### src/hdl/sensor_scan_collector_defines.svh
// ----------------------------------------------------------------------------
// Sensor scan collector assertion macros
// Concurrent check wrappers, active in simulation, empty in synthesis.
// ----------------------------------------------------------------------------
`ifndef SENSOR_SCAN_COLLECTOR_DEFINES_SVH
`define SENSOR_SCAN_COLLECTOR_DEFINES_SVH

`ifndef SYNTHESIS
// same-cycle implication, checked out of reset
`define SSC_ASSERT(lbl, prop) \
    lbl: assert property (@(posedge i_clk) disable iff (!i_rst_n) (prop)) \
        else $error("sensor_scan_collector check failed");
// next-cycle implication, checked out of reset
`define SSC_ASSERT_NEXT(lbl, ante, cons) \
    lbl: assert property (@(posedge i_clk) disable iff (!i_rst_n) (ante) |=> (cons)) \
        else $error("sensor_scan_collector sequence check failed");
`else
`define SSC_ASSERT(lbl, prop)
`define SSC_ASSERT_NEXT(lbl, ante, cons)
`endif

`endif

### src/hdl/ssc_pkg.sv
`timescale 1ns / 1ps
// ----------------------------------------------------------------------------
// ssc_pkg
// Shared widths, opcodes and stage types of the sensor scan collector.
// ----------------------------------------------------------------------------
package ssc_pkg;

    localparam int OPCODE_W   = 2;
    localparam int DATA_W     = 8;
    localparam int BANK_IDX_W = 5;
    localparam int IDLE_W     = 8;

    // item opcodes
    localparam logic [OPCODE_W-1:0] OP_BYTE = 2'd0;
    localparam logic [OPCODE_W-1:0] OP_TICK = 2'd1;
    localparam logic [OPCODE_W-1:0] OP_READ = 2'd2;

    localparam logic [IDLE_W-1:0] IDLE_MAX      = '1;
    localparam logic [IDLE_W-1:0] TIMEOUT_RESET = 8'd10;

    // control carried with an item from the front end into the memory stage
    typedef struct packed {
        logic [OPCODE_W-1:0] opcode;
        logic                wrap;
        logic                timed_out;
        logic                in_range;
    } t_s1_ctl;

    // one result item
    typedef struct packed {
        logic              request_dump;
        logic              scan_done;
        logic              scan_changed;
        logic              timed_out;
        logic [DATA_W-1:0] bank_bits;
    } t_result;

endpackage

### src/hdl/ssc_in_if.sv
`timescale 1ns / 1ps
// ----------------------------------------------------------------------------
// ssc_in_if
// Input item channel: valid/ready with opcode, dump byte and bank index.
// ----------------------------------------------------------------------------
interface ssc_in_if;
    logic                           valid;
    logic                           ready;
    logic [ssc_pkg::OPCODE_W-1:0]   opcode;
    logic [ssc_pkg::DATA_W-1:0]     data_byte;
    logic [ssc_pkg::BANK_IDX_W-1:0] bank_index;

    modport source (output valid, output opcode, output data_byte, output bank_index,
                    input ready);
    modport sink   (input valid, input opcode, input data_byte, input bank_index,
                    output ready);
endinterface

### src/hdl/ssc_out_if.sv
`timescale 1ns / 1ps
// ----------------------------------------------------------------------------
// ssc_out_if
// Result item channel: valid/ready with scan status flags and bank contents.
// ----------------------------------------------------------------------------
interface ssc_out_if;
    logic                       valid;
    logic                       ready;
    logic                       request_dump;
    logic                       scan_done;
    logic                       scan_changed;
    logic                       timed_out;
    logic [ssc_pkg::DATA_W-1:0] bank_bits;

    modport source (output valid, output request_dump, output scan_done,
                    output scan_changed, output timed_out, output bank_bits,
                    input ready);
    modport sink   (input valid, input request_dump, input scan_done,
                    input scan_changed, input timed_out, input bank_bits,
                    output ready);
endinterface

### src/hdl/ssc_bank_mem.sv
`timescale 1ns / 1ps
// ----------------------------------------------------------------------------
// ssc_bank_mem
// Bank store: one write and one registered read port, per-entry valid bits
// so that unwritten banks read as zero, and write-to-read forwarding.
// ----------------------------------------------------------------------------
module ssc_bank_mem #(
    parameter int DEPTH = 10,
    parameter int AW    = 4
) (
    input  logic                       i_clk,
    input  logic                       i_rst_n,
    input  logic                       i_rd_en,
    input  logic [AW-1:0]              i_rd_addr,
    input  logic                       i_wr_en,
    input  logic [AW-1:0]              i_wr_addr,
    input  logic [ssc_pkg::DATA_W-1:0] i_wr_data,
    output logic [ssc_pkg::DATA_W-1:0] o_rd_data
);

    logic [ssc_pkg::DATA_W-1:0] r_mem [DEPTH];
    logic [DEPTH-1:0]           r_valid;
    logic [ssc_pkg::DATA_W-1:0] r_rd_data;
    logic                       r_rd_valid;
    logic                       r_fwd;
    logic [ssc_pkg::DATA_W-1:0] r_fwd_data;

    // storage write
    always_ff @(posedge i_clk) begin
        if (i_wr_en) begin
            r_mem[i_wr_addr] <= i_wr_data;
        end
    end

    // valid bits, cleared by reset
    always_ff @(posedge i_clk) begin
        if (!i_rst_n) begin
            r_valid <= '0;
        end else if (i_wr_en) begin
            r_valid[i_wr_addr] <= 1'b1;
        end
    end

    // registered read, catching a write to the same entry in the same cycle
    always_ff @(posedge i_clk) begin
        if (!i_rst_n) begin
            r_fwd <= 1'b0;
        end else if (i_rd_en) begin
            r_fwd <= i_wr_en && (i_wr_addr == i_rd_addr);
        end
    end

    always_ff @(posedge i_clk) begin
        if (i_rd_en) begin
            r_rd_data  <= r_mem[i_rd_addr];
            r_rd_valid <= r_valid[i_rd_addr];
            r_fwd_data <= i_wr_data;
        end
    end

    assign o_rd_data = r_fwd      ? r_fwd_data :
                       r_rd_valid ? r_rd_data  : '0;

endmodule

### src/hdl/ssc_front.sv
`timescale 1ns / 1ps
// ----------------------------------------------------------------------------
// ssc_front
// Scan sequencer: byte position, decoder-pair flag and watchdog counter.
// Picks the bank address for each item and flags wrap and timeout.
// ----------------------------------------------------------------------------
module ssc_front #(
    parameter int BANK_COUNT = 10,
    parameter int AW         = 4
) (
    input  logic                           i_clk,
    input  logic                           i_rst_n,
    input  logic                           i_accept,
    input  logic [ssc_pkg::OPCODE_W-1:0]   i_opcode,
    input  logic [ssc_pkg::BANK_IDX_W-1:0] i_bank_index,
    input  logic [ssc_pkg::IDLE_W-1:0]     i_timeout_ticks,
    output logic [AW-1:0]                  o_rd_addr,
    output ssc_pkg::t_s1_ctl               o_ctl
);

    logic [AW-1:0]              r_pos, n_pos;
    logic                       r_pair, n_pair;
    logic [ssc_pkg::IDLE_W-1:0] r_idle, n_idle;

    logic                       pos_last;
    logic [AW-1:0]              pos_inc;
    logic [ssc_pkg::IDLE_W-1:0] idle_inc;
    logic                       tick_to;

    // position wraps after the last bank
    assign pos_last = (r_pos == AW'(BANK_COUNT - 1));
    assign pos_inc  = pos_last ? '0 : r_pos + 1'b1;

    // watchdog count, saturating
    assign idle_inc = r_pair ? '0 :
                      (r_idle == ssc_pkg::IDLE_MAX) ? r_idle : r_idle + 1'b1;
    assign tick_to  = (idle_inc >= i_timeout_ticks);

    // opcode decode
    always_comb begin
        n_pos           = r_pos;
        n_pair          = r_pair;
        n_idle          = r_idle;
        o_rd_addr       = r_pos;
        o_ctl           = '0;
        o_ctl.opcode    = i_opcode;
        unique case (i_opcode)
            ssc_pkg::OP_BYTE: begin
                n_pos      = pos_inc;
                o_ctl.wrap = pos_last;
                if (!pos_inc[0]) begin
                    n_pair = 1'b1;
                end
            end
            ssc_pkg::OP_TICK: begin
                n_pair = 1'b0;
                n_idle = idle_inc;
                if (tick_to) begin
                    n_idle          = '0;
                    n_pos           = '0;
                    o_ctl.timed_out = 1'b1;
                end
            end
            ssc_pkg::OP_READ: begin
                o_rd_addr      = i_bank_index[AW-1:0];
                o_ctl.in_range = ({1'b0, i_bank_index} <
                                  (ssc_pkg::BANK_IDX_W + 1)'(BANK_COUNT));
            end
            default: begin
            end
        endcase
    end

    // sequencer state
    always_ff @(posedge i_clk) begin
        if (!i_rst_n) begin
            r_pos  <= '0;
            r_pair <= 1'b0;
            r_idle <= '0;
        end else if (i_accept) begin
            r_pos  <= n_pos;
            r_pair <= n_pair;
            r_idle <= n_idle;
        end
    end

endmodule

### src/hdl/sensor_scan_collector.sv
`timescale 1ns / 1ps
// ----------------------------------------------------------------------------
// sensor_scan_collector
// Collects two-byte-per-decoder sensor dumps into a bank memory, runs the
// dump watchdog and answers bank reads.
// ----------------------------------------------------------------------------
// Takes one item per clock while the output is not stalled, and gives one
// result per item. The edge that accepts an item also starts the registered
// read of its bank; the old bank contents come back in the following cycle,
// and the result is written into the output register when the pipeline next
// advances. The registered read of the bank memory is followed by the
// write-back of the new byte, and a read that meets a write to the same bank
// is forwarded. Ready drops only while a result waits in the output register
// and the sink is not taking it.
// After reset every bank reads as zero; timeout_ticks resets to 10 and may be
// written through i_cfg_wr_en / i_cfg_wr_data while the block is idle.
`include "sensor_scan_collector_defines.svh"

module sensor_scan_collector #(
    parameter int DECODERS = 5
) (
    input  logic                       i_clk,
    input  logic                       i_rst_n,
    input  logic                       i_cfg_wr_en,
    input  logic [ssc_pkg::IDLE_W-1:0] i_cfg_wr_data,
    ssc_in_if.sink                     i_in,
    ssc_out_if.source                  o_out
);

    localparam int BANK_COUNT = 2 * DECODERS;
    localparam int AW         = (BANK_COUNT > 1) ? $clog2(BANK_COUNT) : 1;

    logic [ssc_pkg::IDLE_W-1:0] r_timeout_ticks;

    logic                       advance;
    logic                       accept;
    logic [AW-1:0]              rd_addr;
    ssc_pkg::t_s1_ctl           n_ctl;

    logic                       r_s1_valid;
    ssc_pkg::t_s1_ctl           r_s1_ctl;
    logic [AW-1:0]              r_s1_addr;
    logic [ssc_pkg::DATA_W-1:0] r_s1_data;

    logic [ssc_pkg::DATA_W-1:0] old_bits;
    logic                       bank_changed;
    logic                       pend_acc;
    logic                       wr_en;
    logic                       r_pending, n_pending;

    ssc_pkg::t_result           n_res;
    ssc_pkg::t_result           r_res;
    logic                       r_out_valid;

    // configuration register
    always_ff @(posedge i_clk) begin
        if (!i_rst_n) begin
            r_timeout_ticks <= ssc_pkg::TIMEOUT_RESET;
        end else if (i_cfg_wr_en) begin
            r_timeout_ticks <= i_cfg_wr_data;
        end
    end

    // pipeline moves whenever the output register is free or being drained
    assign advance    = !r_out_valid || o_out.ready;
    assign i_in.ready = advance;
    assign accept     = i_in.valid && advance;

    ssc_front #(
        .BANK_COUNT (BANK_COUNT),
        .AW         (AW)
    ) u_front (
        .i_clk           (i_clk),
        .i_rst_n         (i_rst_n),
        .i_accept        (accept),
        .i_opcode        (i_in.opcode),
        .i_bank_index    (i_in.bank_index),
        .i_timeout_ticks (r_timeout_ticks),
        .o_rd_addr       (rd_addr),
        .o_ctl           (n_ctl)
    );

    ssc_bank_mem #(
        .DEPTH (BANK_COUNT),
        .AW    (AW)
    ) u_mem (
        .i_clk     (i_clk),
        .i_rst_n   (i_rst_n),
        .i_rd_en   (accept),
        .i_rd_addr (rd_addr),
        .i_wr_en   (wr_en),
        .i_wr_addr (r_s1_addr),
        .i_wr_data (r_s1_data),
        .o_rd_data (old_bits)
    );

    // memory stage register
    always_ff @(posedge i_clk) begin
        if (!i_rst_n) begin
            r_s1_valid <= 1'b0;
        end else if (advance) begin
            r_s1_valid <= accept;
        end
    end

    always_ff @(posedge i_clk) begin
        if (accept) begin
            r_s1_ctl  <= n_ctl;
            r_s1_addr <= rd_addr;
            r_s1_data <= i_in.data_byte;
        end
    end

    // read-modify-write of the current bank
    assign bank_changed = (old_bits != r_s1_data);
    assign pend_acc     = r_pending || bank_changed;
    assign wr_en        = r_s1_valid && advance && (r_s1_ctl.opcode == ssc_pkg::OP_BYTE);

    // result assembly and change tracking
    always_comb begin
        n_res     = '0;
        n_pending = r_pending;
        case (r_s1_ctl.opcode)
            ssc_pkg::OP_BYTE: begin
                n_res.request_dump = r_s1_ctl.wrap;
                n_res.scan_done    = r_s1_ctl.wrap;
                n_res.scan_changed = r_s1_ctl.wrap && pend_acc;
                n_pending          = r_s1_ctl.wrap ? 1'b0 : pend_acc;
            end
            ssc_pkg::OP_TICK: begin
                n_res.request_dump = r_s1_ctl.timed_out;
                n_res.timed_out    = r_s1_ctl.timed_out;
            end
            ssc_pkg::OP_READ: begin
                n_res.bank_bits = r_s1_ctl.in_range ? old_bits : '0;
            end
            default: begin
            end
        endcase
    end

    always_ff @(posedge i_clk) begin
        if (!i_rst_n) begin
            r_pending <= 1'b0;
        end else if (wr_en) begin
            r_pending <= n_pending;
        end
    end

    // output register
    always_ff @(posedge i_clk) begin
        if (!i_rst_n) begin
            r_out_valid <= 1'b0;
        end else if (advance) begin
            r_out_valid <= r_s1_valid;
        end
    end

    always_ff @(posedge i_clk) begin
        if (advance && r_s1_valid) begin
            r_res <= n_res;
        end
    end

    assign o_out.valid        = r_out_valid;
    assign o_out.request_dump = r_res.request_dump;
    assign o_out.scan_done    = r_res.scan_done;
    assign o_out.scan_changed = r_res.scan_changed;
    assign o_out.timed_out    = r_res.timed_out;
    assign o_out.bank_bits    = r_res.bank_bits;

    // checks
    `SSC_ASSERT(a_changed_needs_done, !(o_out.valid && o_out.scan_changed && !o_out.scan_done))
    `SSC_ASSERT(a_done_not_timeout, !(o_out.valid && o_out.scan_done && o_out.timed_out))
    `SSC_ASSERT_NEXT(a_accept_enters_stage, accept, r_s1_valid)
    `SSC_ASSERT_NEXT(a_stage_reaches_output, r_s1_valid && advance, r_out_valid)

endmodule

### src/flat_wrapper.sv
// flat-port wrapper written by rule: the top's interface ports become plain ports
module sensor_scan_collector_flat 
#(
    parameter int DECODERS = 5
)
  (i_clk, i_rst_n, i_cfg_wr_en, i_cfg_wr_data, i_in_valid, i_in_opcode, i_in_data_byte, i_in_bank_index, i_in_ready, o_out_valid, o_out_request_dump, o_out_scan_done, o_out_scan_changed, o_out_timed_out, o_out_bank_bits, o_out_ready);
  ssc_in_if i_in_i ();
  ssc_out_if o_out_i ();
  input  logic i_clk;
  input  logic i_rst_n;
  input  logic i_cfg_wr_en;
  input  logic [ssc_pkg::IDLE_W-1:0] i_cfg_wr_data;
  input wire logic [$bits(i_in_i.valid)-1:0] i_in_valid;
  input wire logic [$bits(i_in_i.opcode)-1:0] i_in_opcode;
  input wire logic [$bits(i_in_i.data_byte)-1:0] i_in_data_byte;
  input wire logic [$bits(i_in_i.bank_index)-1:0] i_in_bank_index;
  output wire logic [$bits(i_in_i.ready)-1:0] i_in_ready;
  output wire logic [$bits(o_out_i.valid)-1:0] o_out_valid;
  output wire logic [$bits(o_out_i.request_dump)-1:0] o_out_request_dump;
  output wire logic [$bits(o_out_i.scan_done)-1:0] o_out_scan_done;
  output wire logic [$bits(o_out_i.scan_changed)-1:0] o_out_scan_changed;
  output wire logic [$bits(o_out_i.timed_out)-1:0] o_out_timed_out;
  output wire logic [$bits(o_out_i.bank_bits)-1:0] o_out_bank_bits;
  input wire logic [$bits(o_out_i.ready)-1:0] o_out_ready;
  assign i_in_i.valid = i_in_valid;
  assign i_in_i.opcode = i_in_opcode;
  assign i_in_i.data_byte = i_in_data_byte;
  assign i_in_i.bank_index = i_in_bank_index;
  assign i_in_ready = i_in_i.ready;
  assign o_out_valid = o_out_i.valid;
  assign o_out_request_dump = o_out_i.request_dump;
  assign o_out_scan_done = o_out_i.scan_done;
  assign o_out_scan_changed = o_out_i.scan_changed;
  assign o_out_timed_out = o_out_i.timed_out;
  assign o_out_bank_bits = o_out_i.bank_bits;
  assign o_out_i.ready = o_out_ready;
  sensor_scan_collector #(.DECODERS(DECODERS)) u_core (.i_clk(i_clk), .i_rst_n(i_rst_n), .i_cfg_wr_en(i_cfg_wr_en), .i_cfg_wr_data(i_cfg_wr_data), .i_in(i_in_i), .o_out(o_out_i));
endmodule
### config.mk
export PLATFORM = sky130hd
export DESIGN_NAME = sensor_scan_collector_flat
export DESIGN_NICKNAME = d
export VERILOG_FILES = /design/src/hdl/ssc_pkg.sv /design/src/hdl/ssc_in_if.sv /design/src/hdl/ssc_out_if.sv /design/src/hdl/ssc_bank_mem.sv /design/src/hdl/ssc_front.sv /design/src/hdl/sensor_scan_collector.sv /design/src/flat_wrapper.sv
export VERILOG_INCLUDE_DIRS = /design/src /design/src/hdl
export SDC_FILE = /design/constraint.sdc
export NUM_CORES = 1
export LEC_CHECK = 0
export ABC_AREA = 1
export BUFFER_PORTS_ARGS = -buffer_cell sky130_fd_sc_hd__buf_4
export CORE_MARGIN = 1.5
export CORE_UTILIZATION = 55
export CTS_CLUSTER_DIAMETER = 50
export DETAILED_ROUTE_END_ITERATION = 6
export PLACE_DENSITY = 0.82
export RECOVER_POWER = 50
export SYNTH_ARGS = -nofsm -noshare
export SYNTH_HDL_FRONTEND = slang
export SYNTH_SLANG_ARGS = --single-unit
### constraint.sdc
create_clock -name i_clk -period 2.26 [get_ports i_clk]
set_clock_uncertainty 0.1 [all_clocks]
set_input_delay 0.113 -clock i_clk [delete_from_list [all_inputs] [get_ports i_clk]]
set_output_delay 0.113 -clock i_clk [all_outputs]
set_load 0.005 [all_outputs]
=== After elaboration in Yosys (flattened, before gate mapping) ===
Memories as Yosys holds them, arrays and structs flattened. A register that Yosys moved wholly into a read port is not among the register bits.
Index checks and enable logic that the tools add are counted.

* Flip-flop bits (word level): 73
* RAM bits: 80
* Bits of input ports: 28
* Output and inout port bits: 14
* Memories kept: 1

{| class="wikitable"
|+ Memory list
! name !! depth !! width !! rd ports !! clocked after memory_dff !! wr ports !! line !! source
|-
| u_core.u_mem.r_mem || 10 || 8 || 1 || 1 || 1 || ssc_bank_mem.sv:21 || <nowiki>logic [ssc_pkg::DATA_W-1:0] r_mem [DEPTH];</nowiki>
|}

* $add $sub $neg: 2
* Magnitude comparators: 5
* Equality and inequality tests: 10
* Mux-type cells: 20
* Bitwise gates (word level): 1
* Reduce and logical (&&, ||, !) cells: 17

{| class="wikitable"
|+ Operators with widths
! kind !! count
|-
| 8-bit 2-to-1 mux || 5
|-
| 4-bit 2-to-1 mux || 3
|-
| 4-bit by 5-bit < comparator with 1-bit output, second input constant || 2
|-
| 10-bit OR || 1
|-
| 8-bit by 1-bit adder with 8-bit output, second input constant || 1
|-
| 8-bit == test, second input constant || 1
|-
| 8-bit >= comparator || 1
|-
| 8-bit inequality test || 1
|-
| 4-bit case mux with 2 select lines || 1
|-
| 1-bit 2-to-1 mux || 7
|-
| 1-bit logical AND || 6
|-
| 2-bit AND reduction || 3
|-
| 3-bit AND reduction || 2
|-
| 5-bit by 4-bit < comparator with 1-bit output, second input constant || 1
|-
| 4-bit by 1-bit adder with 4-bit output, second input constant || 1
|-
| 1-bit binary-select mux with 4-bit select || 1
|-
| 1-bit demux with 4-bit select || 1
|-
| 2-bit by 1-bit == test with 1-bit output, second input constant || 2
|-
| 2-bit == test, second input constant || 2
|-
| 4-bit == test || 1
|-
| 4-bit == test, second input constant || 1
|-
| 4-bit by 1-bit >= comparator with 1-bit output, second input constant || 1
|-
| 2-bit logical NOT || 2
|-
| 2-bit inequality test, second input constant || 2
|-
| other kinds (4) || 6
|}

=== Depth between registers and ports, before layout ===
Gate-level depths: netlist of the first run.

* Depth after elaboration: 6
* Gate-level depth with buffers: 19
* Mapped depth without buffers: 19

=== By module ===
From an unflattened synthesis of the first run, not the netlist that was laid out.

* Cell total of the unflattened synthesis: 773
* Area, all modules: 7225.7 um^2

{| class="wikitable"
|+ Modules (own cells, without submodules)
! module !! instances !! cells each !! area an instance (um^2) !! seq. area each (um^2)
|-
| ssc_bank_mem || 1 || 454 || 4593.2 || 3133.0
|-
| sensor_scan_collector || 1 || 136 || 1521.5 || 1091.0
|-
| ssc_front || 1 || 183 || 1111.1 || 260.2
|}

=== Worst setup path before layout of the first run ===
Ideal clock, no wire load.

* Path kind: register to register
* Start: reg u_core.u_front.r_idle[0] (netlist name)
* End: reg u_core.u_front.r_idle[0] (netlist name)
* Setup time: 0.076 ns
* Data arrival time: 2.333 ns
* Data required time: 2.084 ns
* Setup slack: -0.249 ns
* Cell stages (with the launch flop): 17
* Buffers on the path: 0
* Cells stage by stage: dfxtp_1 -> ha_1 -> nand3_1 -> inv_1 -> nand3_4 -> clkinv_1 -> nor2_1 -> or3_1 -> inv_1 -> ha_1 -> inv_1 -> a21oi_1 -> o21bai_1 -> nand2_1 -> a21boi_0 -> nand3_1 -> o21ai_0

* Cells in the longest elaborated chain, start to end: 5

{| class="wikitable"
|+ RTL lines
! element !! line !! source
|-
| start, declared || ssc_front.sv:23 || <nowiki>logic [ssc_pkg::IDLE_W-1:0] r_idle, n_idle;</nowiki>
|-
| start signal, assigned || ssc_front.sv:83 || <nowiki>r_idle <= n_idle;</nowiki>
|-
| 8-bit by 1-bit adder with 8-bit output or 8-bit == test (tied branches) || ssc_front.sv:36 || <nowiki>(r_idle == ssc_pkg::IDLE_MAX) ? r_idle : r_idle + 1'b1;</nowiki>
|-
| 8-bit 2-to-1 mux * || ssc_front.sv:36 ||
|-
| 8-bit 2-to-1 mux * || ssc_front.sv:35 || <nowiki>assign idle_inc = r_pair ? '0 :</nowiki>
|-
| 8-bit >= comparator || ssc_front.sv:37 || <nowiki>assign tick_to = (idle_inc >= i_timeout_ticks);</nowiki>
|-
| 8-bit 2-to-1 mux * || ssc_front.sv:58 || <nowiki>if (tick_to) begin</nowiki>
|}

Mark *: on every way between the ends. The rest lies on a longest branch, timed or not.
A chain may end at the register's enable or synchronous reset.

=== Worst setup path in the final report of the first run ===
* Start: reg u_core.u_front.r_idle[5] (netlist name)
* End: reg u_core.u_front.r_idle[7] (netlist name)

The elaborated chain is that of the path after synthesis.

==> results of run 1 <==
-- cells in the final DEF (no fill, tap or decap), types with 5 or more instances in the layout --
cell type	Yosys	routed
o21ai_2	2	7
clkbuf_16	0	17
nand3_1	45	41
o21bai_1	10	10
clkbuf_1	4	15
clkbuf_4	0	19
inv_1	67	63
buf_4	1	52
a21oi_2	0	5
ha_1	11	7
dlygate4sd3_1	0	32
nor2_2	1	5
inv_2	3	6
nand2_1	98	96
o21ai_0	49	39
bufinv_16	0	7
or2_1	10	10
o21ai_1	3	8
nor2_1	91	87
o211ai_1	25	25
a21oi_1	27	22
dfxtp_1	35	32
edfxtp_1	126	126
-- per-stage QoR --
| step | util [%] | hold slack [ns] |
|---|---|---|
| 2_1_floorplan | - | 0.112 |
| 3_3_place_gp | 62.8 | 0.193 |
| 3_5_place_dp | 62.8 | 0.193 |
| 4_1_cts | 71.3 | 0.0188 |
| 5_1_grt | 72.2 | 0.0620 |
| 6_report | 72.2 | 0.0655 |
-- final cells by class --
cell class / instances / area [um^2]
clock buffers: 20 / 447
clock inverters: 12 / 235
fillers: 779 / 3390
inverters: 72 / 278
multi-input cells: 404 / 2220
flip-flops and latches: 161 / 4490
well taps: 168 / 210
repair buffers: 118 / 933
-- power breakdown --
| part | total, mW | internal [mW] | switching (mW) |
|---|---|---|---|
| clock network | 3.32 | 2.20 | 1.12 |
| logic | 0.699 | 0.250 | 0.449 |
| registers | 3.36 | 3.29 | 0.0640 |
| total | 7.37 | 5.74 | 1.63 |
-- final timing paths --
check | end | slack, ns | startpoint
max | u_core.u_front.r_idle[7]$_SDFFE_PN0P_ | -0.56 | u_core.u_front.r_idle[5]$_SDFFE_PN0P_
min | u_core.r_timeout_ticks[4]$_SDFFE_PN0P_ | 0.07 | i_cfg_wr_en
min reg2reg | u_core.r_timeout_ticks[7]$_SDFFE_PN0P_ | 0.38 | u_core.r_timeout_ticks[7]$_SDFFE_PN0P_
max reg2reg | u_core.u_front.r_idle[7]$_SDFFE_PN0P_ | -0.56 | u_core.u_front.r_idle[5]$_SDFFE_PN0P_
-- routing by layer --
layer / GRT usage, % / up-vias / part of all wire, %
met5: 0 / - / 0
met4: 14.6 / 0 / 5.9
met3: 7.01 / 112 / 10
met2: 47.9 / 430 / 49
met1: 34.3 / 2637 / 35
li1: - / 2495 / -
-- kinds of logic after synthesis --
family,Yosys count,synth area share (%)
and+or+nand+nor,262,16.3
DFF,161,64.3
AOI/OAI and AO/OA,127,11.0
buffers and inverters,92,5.99
adders and majority gates,11,1.97
xor gates and xnor gates,4,0.502
-- sequential cells by signal, indices dropped and copies added, names as in the netlist, 4 cells and up --
signal,count
u_core.u_mem.r_mem,80
u_core.u_front.r_idle,8
u_core.r_s1_data,8
u_core.u_mem.r_rd_data,8
u_core.u_mem.r_fwd_data,8
u_core.u_front.r_pos,4
u_core.r_s1_addr,4
u_core.o_out.bank_bits,8
u_core.r_s1_ctl,5
u_core.r_timeout_ticks,8
u_core.u_mem.r_valid,10
-- repair_timing --
action | 4_1_cts | 5_1_grt
cloned | 0 | 0
pin swaps | 3 | 12
endpoints found under the setup margin | 13 | 15
buffers inserted | 3 | 6
endpoints found under the hold margin | 28 | 0
hold buffers | 32 | 0
resized for setup | 10 | 33
-- worst max-delay path, stage by stage, from the launching register on --
cell	delay (ns)
dfxtp_1	0.39
nand2_2	0.10
nor2_4	0.17
nand3_4	0.14
clkinv_4	0.08
nor2_2	0.04
or3_4	0.34
inv_4	0.07
ha_4	0.20
inv_2	0.06
a21oi_2	0.04
o21bai_1	0.16
nand2_2	0.11
a21boi_4	0.23
nand3_4	0.20
o21ai_1	0.27
==> reports/metrics.yaml, run 1 <==
detailed_routing:
  drtIter0Drc: 645
  vias: 5674
  vias_per_cell: 5.94
  wl_per_cell_um: 20.7
  drt-total-wl_mm: 19.8
  detail-route-antenna-nets: 0
  drt-pass1-iter-count: 6
  drc: 0
flow_run:
  maxCapViolCount: 0
placement:
  dp_slack_ns: -0.257
  gp_congestion: 0.881
  dpl.hpwl_mm: 10.9
  place_inst: 882
  place_area_um2: 7670
  io_buffers: 41
power:
  power.density_nw_per_um2: 836
  total_power_mw: 7.37
  ir_worst_vdd_mv: 0.482
  leakage_nw: 3.48
sta:
  finalCriticalPeriod_ns: 2.82
  post-route-period-util_pct: 125
  worst_slew_margin_rel_pct: 53.2
  timing.final.ws_setup_ns: -0.560
  worst_slew_pin_slew_ns: 0.702
  fin_setup_tns_ns: -7.35
  drv_slew: 0
  rsz0062_at_grt: "true"
  hold_viol: 0
  max_freq_mhz: 355
  finalSetupViolations: 25
clock_tree:
  root_buffer: "clkbuf_16"
  cts_sinks: 161
  cts_buffers: 17
  insertion_delay_ns: 0.42
  htree_levels: 4
  clk_pin_slew_ns: 0.06
  cts.path.max_buffers: 2
  cts_tree: "yes"
synth:
  syn_inst: 657
  seq_area_frac_synth_pct: 64.3
  yosysTopAreaCellShare_pct: 54.2
  ys_top_cells_by_count: "edfxtp_1, nand2_1, nor2_1"
  synth_ff_type: "edfxtp_1"
  avgSynthCellArea_um2: 10.6
  synth_most_common_cell: "edfxtp_1"
  synthTopCellsByArea: "edfxtp_1, dfxtp_1, nand2_1"
  synth_warnings: 0
  synth_area_um2: 6980
  synth_edf_count: 126
  syn-num-nets: 696
  synth_area_leader_cell: "edfxtp_1"
  yosysUniqueCellTypes: 40
  ys_async_sr_fraction_pct: 0
  yosys_register_bits: 161
worst_setup_path:
  worst_setup_path_start_kind: "register"
  end_kind: "register"
  crit_type: "reg -> reg"
  r2r_cells: 15
  crit_fanout: 8
  required_ns: 2.49
  arrival_ns: 3.05
global_route:
  overflow: 0
  antenna_found_initial: 0
  first_global_vias: 5443
  grtUsageTotal_pct: 28.5
  grt_pass1_wl_mm: 27.7
  grt_max_degree: 34
finish:
  drive_gt1_share_pct: 18.9
  syn_to_final_growth_pct: 26.5
  final_area_um2: 8820
  nets: 813
  final_cells: 955
  diodes: 0
die:
  dieWidth_um: 116
  io_pins: 42
  rows: 40
  core-area_um2: 12200
  dieArea_um2: 13400
  die_h_um: 116
  start_util_pct: 57.1
min_path:
  min_path_cells: 3
  hold_class: "in -> reg"
run_status:
  violations: "setup timing"
  outcome: "finished with violations"
No activity file was read; power rests on OpenSTA's default activity.
==> inputs of run 2 (changes only) <==
--- a/config.mk
+++ b/config.mk
@@ -10,6 +10,7 @@
 export BUFFER_PORTS_ARGS = -buffer_cell sky130_fd_sc_hd__buf_4
 export CORE_MARGIN = 1.5
 export CORE_UTILIZATION = 55
+export CTS_BUF_LIST = sky130_fd_sc_hd__clkbuf_16
 export CTS_CLUSTER_DIAMETER = 50
 export DETAILED_ROUTE_END_ITERATION = 6
 export PLACE_DENSITY = 0.82
==> reports/metrics.yaml, run 2 (synthesis results as in run 1) <==
finish:
  drive_gt1_share_pct: 18.5
  syn_to_final_growth_pct: 26.2
  fin_util_pct: 72.1
  nets: 814
  top_register: "u_core.u_mem.r_mem"
  largest_reg_flops: 80
  fillers: 766
  final_cell_mix: "edfxtp_1, nand2_1, nor2_1"
  largest_registers: "u_core.u_mem.r_mem x80, u_core.u_mem.r_valid x10"
  final_cells: 956
  final_common_cell: "edfxtp_1"
  diodes: 0
global_route:
  first_global_vias: 5423
  use_met1_pct: 34.2
  grtUsageTotal_pct: 28.3
  top_usage_layer: "met2"
  grt_use_met2_pct: 48.4
  overflow: 0
  antenna_found_initial: 0
  use_met3_pct: 6.49
  grt_max_degree: 34
  grt_pass1_wl_mm: 27.6
detailed_routing:
  vias: 5659
  detail-route-antenna-nets: 0
  drc: 0
  wl_per_cell_um: 20.0
  drtIter0Drc: 617
  drt-pass1-iter-count: 5
  drt-total-wl_mm: 19.1
  vias_per_cell: 5.92
sta:
  finalSetupViolations: 23
  finalCriticalPeriod_ns: 2.69
  timing.hold.ws_ns: -0.00858
  max_freq_mhz: 372
  worst_slew_pin_slew_ns: 0.691
  drv_slew: 0
  worst_slew_margin_rel_pct: 53.9
  post-route-period-util_pct: 119
  timing.final.ws_setup_ns: -0.430
  hold_viol: 1
  rsz0062_at_grt: "true"
run_status:
  violations: "hold timing, setup timing"
  outcome: "finished with violations"
placement:
  place_inst: 882
  dp_slack_ns: -0.257
  io_buffers: 41
  dpl.hpwl_mm: 10.9
  gp_congestion: 0.881
min_path:
  hold_class: "in -> reg"
worst_setup_path:
  crit_type: "reg -> reg"
  worst_setup_path_start_kind: "register"
  end_kind: "register"
  crit_fanout: 6
  arrival_ns: 2.91
  required_ns: 2.48
clock_tree:
  root_buffer: "clkbuf_16"
  cts_buffers: 17
  insertion_delay_ns: 0.43
  htree_levels: 4
  cts_tree: "yes"
  cts.path.max_buffers: 2
  cts_sinks: 161
  clk_pin_slew_ns: 0.06
power:
  total_power_mw: 7.33
  ir_worst_vdd_mv: 0.478
  power.density_nw_per_um2: 832
  leakage_nw: 3.47
die:
  start_util_pct: 57.1
  rows: 40
  dieArea_um2: 13400
  die_h_um: 116
  core-area_um2: 12200
  dieWidth_um: 116
  io_pins: 42
flow_run:
  maxCapViolCount: 0
## run 2: cell count changes in the layout (fill, tap and decap cells not counted), sizes merged
cell         change
clkinv           +2
dlygate4sd3      -1
inv              +1
clkbuf           -4
buf              +3
## run 2: power breakdown
part	switching (mW)	total, mW	internal [mW]
clock	1.13	3.28	2.16
combinational	0.442	0.690	0.247
sequential	0.0625	3.35	3.29
total	1.63	7.33	5.69
## run 2: cell type report
class,count,area [um^2],area share [%]
repair buffers,119,935,10.6
clock buffers,17,425,4.83
flip-flops and latches,161,4490,51.0
multi-input cells,404,2220,25.2
inverters,72,278,3.15
well taps,168,210,2.39
clock inverters,15,246,2.80
## run 2: worst paths after layout
check                                          from                                endpoint  slack (ns)  depth (start not counted)
max           u_core.u_front.r_idle[2]$_SDFFE_PN0P_    u_core.u_front.r_pos[2]$_SDFFE_PN0P_       -0.43                         16
min                              i_in_bank_index[2]        u_core.r_s1_ctl[0]$_SDFFCE_PN0P_      -0.009                          3
max reg2reg   u_core.u_front.r_idle[2]$_SDFFE_PN0P_    u_core.u_front.r_pos[2]$_SDFFE_PN0P_       -0.43                         16
min reg2reg  u_core.r_timeout_ticks[7]$_SDFFE_PN0P_  u_core.r_timeout_ticks[7]$_SDFFE_PN0P_        0.37                          2
## run 2: repair_timing
action | CTS | global route
resized for setup | 10 | 32
setup buffers | 3 | 8
hold endpoints to repair | 28 | 0
setup endpoints to repair | 13 | 15
hold buffers | 31 | 0
pin swaps | 3 | 9
## run 2: critical path, cell delays in order, from the launching register on
cell	delay (ns)
dfxtp_1	0.40
nand3_2	0.14
nor2_2	0.20
buf_4	0.15
nand2_1	0.07
buf_4	0.14
nand3_1	0.12
inv_1	0.10
ha_4	0.29
nand2_1	0.06
o21bai_1	0.17
nand2_2	0.12
nand2_2	0.08
nand3_4	0.09
nand2_4	0.09
nor2_1	0.20
nor2_2	0.07
## run 2: layer usage
metal / up-vias / routed length (um) / share of wire [%]
met3: 91 / 2110 / 11
met4: 0 / 798 / 4.2
met2: 395 / 9540 / 50
met5: - / 0 / 0
li1: 2500 / - / -
met1: 2673 / 6660 / 35
## run 2: metrics by stage
step	TNS [ns]	area, um^2	hold WS (ns)
2_1_floorplan	-0.357	7010	0.112
3_3_place_gp	-1.16	7670	0.193
3_5_place_dp	-2.46	7670	0.193
4_1_cts	-2.56	8690	0.000340
5_1_grt	-8.82	8800	0.0172
6_report	-6.68	8800	-0.00858
==> inputs of run 3 (changes only) <==
--- a/config.mk
+++ b/config.mk
@@ -6,7 +6,6 @@
 export SDC_FILE = /design/constraint.sdc
 export NUM_CORES = 1
 export LEC_CHECK = 0
-export ABC_AREA = 1
 export BUFFER_PORTS_ARGS = -buffer_cell sky130_fd_sc_hd__buf_4
 export CORE_MARGIN = 1.5
 export CORE_UTILIZATION = 55
==> reports/metrics.yaml, run 3 <==
run_status:
  outcome: "finished with violations"
  violations: "setup timing"
worst_setup_path:
  worst_setup_path_start_kind: "register"
  arrival_ns: 2.91
  path_cells: "ha_4 -> and3_4 -> nand3_2 -> mux2i_1 -> nor2_1 -> ha_1 -> a21o_1 -> a21oi_1 -> o311ai_1 -> buf_4 -> or4_1 -> o21ai_1"
  slowest_stage: "or4_1"
  required_ns: 2.51
  slowest_delay_ns: 0.41
  r2r_cells: 12
  crit_type: "reg -> reg"
  end_kind: "register"
  crit_fanout: 10
synth:
  syn_inst: 518
  seq_area_frac_synth_pct: 63.7
  ys_async_sr_fraction_pct: 0
  synth_most_common_cell: "edfxtp_1"
  syn-num-nets: 557
  yosysTopAreaCellShare_pct: 53.8
  synth_area_um2: 7030
  avgSynthCellArea_um2: 13.6
  synth_ff_type: "edfxtp_1"
  ys_top_cells_by_count: "edfxtp_1, mux2i_1, nor2_1"
  synth_area_leader_cell: "edfxtp_1"
  yosys_register_bits: 161
  yosysUniqueCellTypes: 63
  synthTopCellsByArea: "edfxtp_1, dfxtp_1, mux2i_1"
  synth_warnings: 0
  synth_edf_count: 126
flow_run:
  maxCapViolCount: 0
die:
  dieWidth_um: 116
  die_h_um: 116
  core-area_um2: 12600
  rows: 41
  io_pins: 42
  dieArea_um2: 13500
  start_util_pct: 56.0
clock_tree:
  cts_sinks: 161
  cts_tree: "yes"
  htree_levels: 4
  cts.path.max_buffers: 2
  insertion_delay_ns: 0.43
  clk_pin_slew_ns: 0.06
  cts_buffers: 17
  root_buffer: "clkbuf_16"
global_route:
  top_usage_layer: "met2"
  use_met1_pct: 30.6
  first_global_vias: 4555
  use_met3_pct: 6.28
  grt_pass1_wl_mm: 23.2
  grt_use_met2_pct: 37.7
  grtUsageTotal_pct: 23.4
  antenna_found_initial: 0
  overflow: 0
  grt_max_degree: 38
sta:
  worst_slew_margin_rel_pct: 39.2
  max_freq_mhz: 376
  timing.hold.ws_ns: 0.0425
  post-route-period-util_pct: 118
  drv_slew: 0
  hold_viol: 0
  worst_slew_pin_slew_ns: 0.913
  finalSetupViolations: 19
  timing.final.ws_setup_ns: -0.402
  rsz0062_at_grt: "true"
  finalCriticalPeriod_ns: 2.66
finish:
  diodes: 0
  final_cells: 819
  final_common_cell: "edfxtp_1"
  final_cell_mix: "edfxtp_1, buf_4, mux2i_1"
  nets: 675
  largest_registers: "u_core.u_mem.r_mem x80, u_core.u_mem.r_valid x10"
  largest_reg_flops: 80
  fin_util_pct: 69.0
  top_register: "u_core.u_mem.r_mem"
  syn_to_final_growth_pct: 23.2
  drive_gt1_share_pct: 23.8
detailed_routing:
  drtIter0Drc: 328
  vias_per_cell: 5.71
  vias: 4675
  detail-route-antenna-nets: 0
  drt-pass1-iter-count: 5
  drt-total-wl_mm: 14.8
  drc: 0
  wl_per_cell_um: 18.1
power:
  ir_worst_vdd_mv: 0.425
  swShare_pct: 21.8
  intPower_mw: 4.86
  combPwrFrac_pct: 7.9
  pwr-share-clk_pct: 38.5
  total_power_mw: 6.22
  p_seq_share_pct: 53.6
  leakage_nw: 3.18
  p_sw_mw: 1.36
  power.density_nw_per_um2: 717
placement:
  io_buffers: 41
  dpl.hpwl_mm: 9.86
  gp_congestion: 0.860
  place_inst: 755
min_path:
  min_path_cells: 3
  hold_class: "in -> reg"
-- run 3: layer usage --
metal,share of wire (%),wire length (um),vias to the layer above
li1,-,-,2214
met1,43,6330,2253
met2,49,7200,184
met3,6.7,996,24
met4,1.9,278,0
met5,0,0,-
-- run 3: worst max-delay path, delay by kind of cell, from the launching register on --
kind	cells	cell delay [ns]
buffers and inverters	1	0.18
adder cells (fa/ha/maj)	2	0.48
multiplexers	1	0.22
AO/OA/AOI/OAI	4	0.48
AND/OR/NAND/NOR	4	0.77
flip-flops	1	0.35
-- run 3: final cells by class --
class,count,area [um^2]
flip-flops and latches,161,4500
fillers,848,3900
multi-input cells,317,2470
repair buffers,118,915
clock buffers,17,425
well taps,172,215
inverters,21,83.8
clock inverters,13,61.3
-- run 3: stage by stage --
| step | instance area (um^2) | setup slack (ns) | setup TNS, ns |
|---|---|---|---|
| floorplan | 7140 | -0.249 | -2.01 |
| CTS | 8730 | -0.412 | -4.03 |
| detailed placement | 7880 | -0.476 | -4.28 |
| global placement | 7880 | -0.339 | -3.63 |
| finish | 8670 | -0.402 | -4.38 |
| global route | 8670 | -0.524 | -6.87 |
-- run 3: kinds of logic after synthesis --
logic type      synth area share (%)
xor+xnor                        1.74
buf+inv                         2.90
mux                             10.2
fa+ha+maj                       1.96
flops                           63.7
compound gates                  9.75
simple gates                    9.71
-- run 3: path summary, 6_finish.rpt --
kind                                         start                                     to  slack, ns
max          u_core.u_front.r_idle[1]$_SDFFE_PN0P_  u_core.u_front.r_idle[7]$_SDFFE_PN0P_      -0.40
min reg2reg   u_core.u_mem.r_valid[2]$_SDFFE_PN0P_   u_core.u_mem.r_valid[2]$_SDFFE_PN0P_       0.36
min                             i_in_bank_index[3]       u_core.r_s1_ctl[0]$_SDFFCE_PN0P_       0.04
max reg2reg  u_core.u_front.r_idle[1]$_SDFFE_PN0P_  u_core.u_front.r_idle[7]$_SDFFE_PN0P_      -0.40
-- run 3: power by group through the flow --
stage,clock (mW),combinational (mW),sequential [mW]
after floorplan,0,0.296,3.38
after global placement,0,0.440,3.38
after detailed placement,0,0.453,3.39
after CTS,2.42,0.507,3.33
after global routing,2.55,0.538,3.34
final,2.39,0.494,3.33
-- run 3: timing repair --
action                                  CTS  global route
gates cloned                              0             0
pin swaps                                 3             0
gates resized for setup                   7             2
hold endpoints to repair                 40             0
hold buffers                             32             0
setup buffers                             2             0
endpoints found under the setup margin   13            14
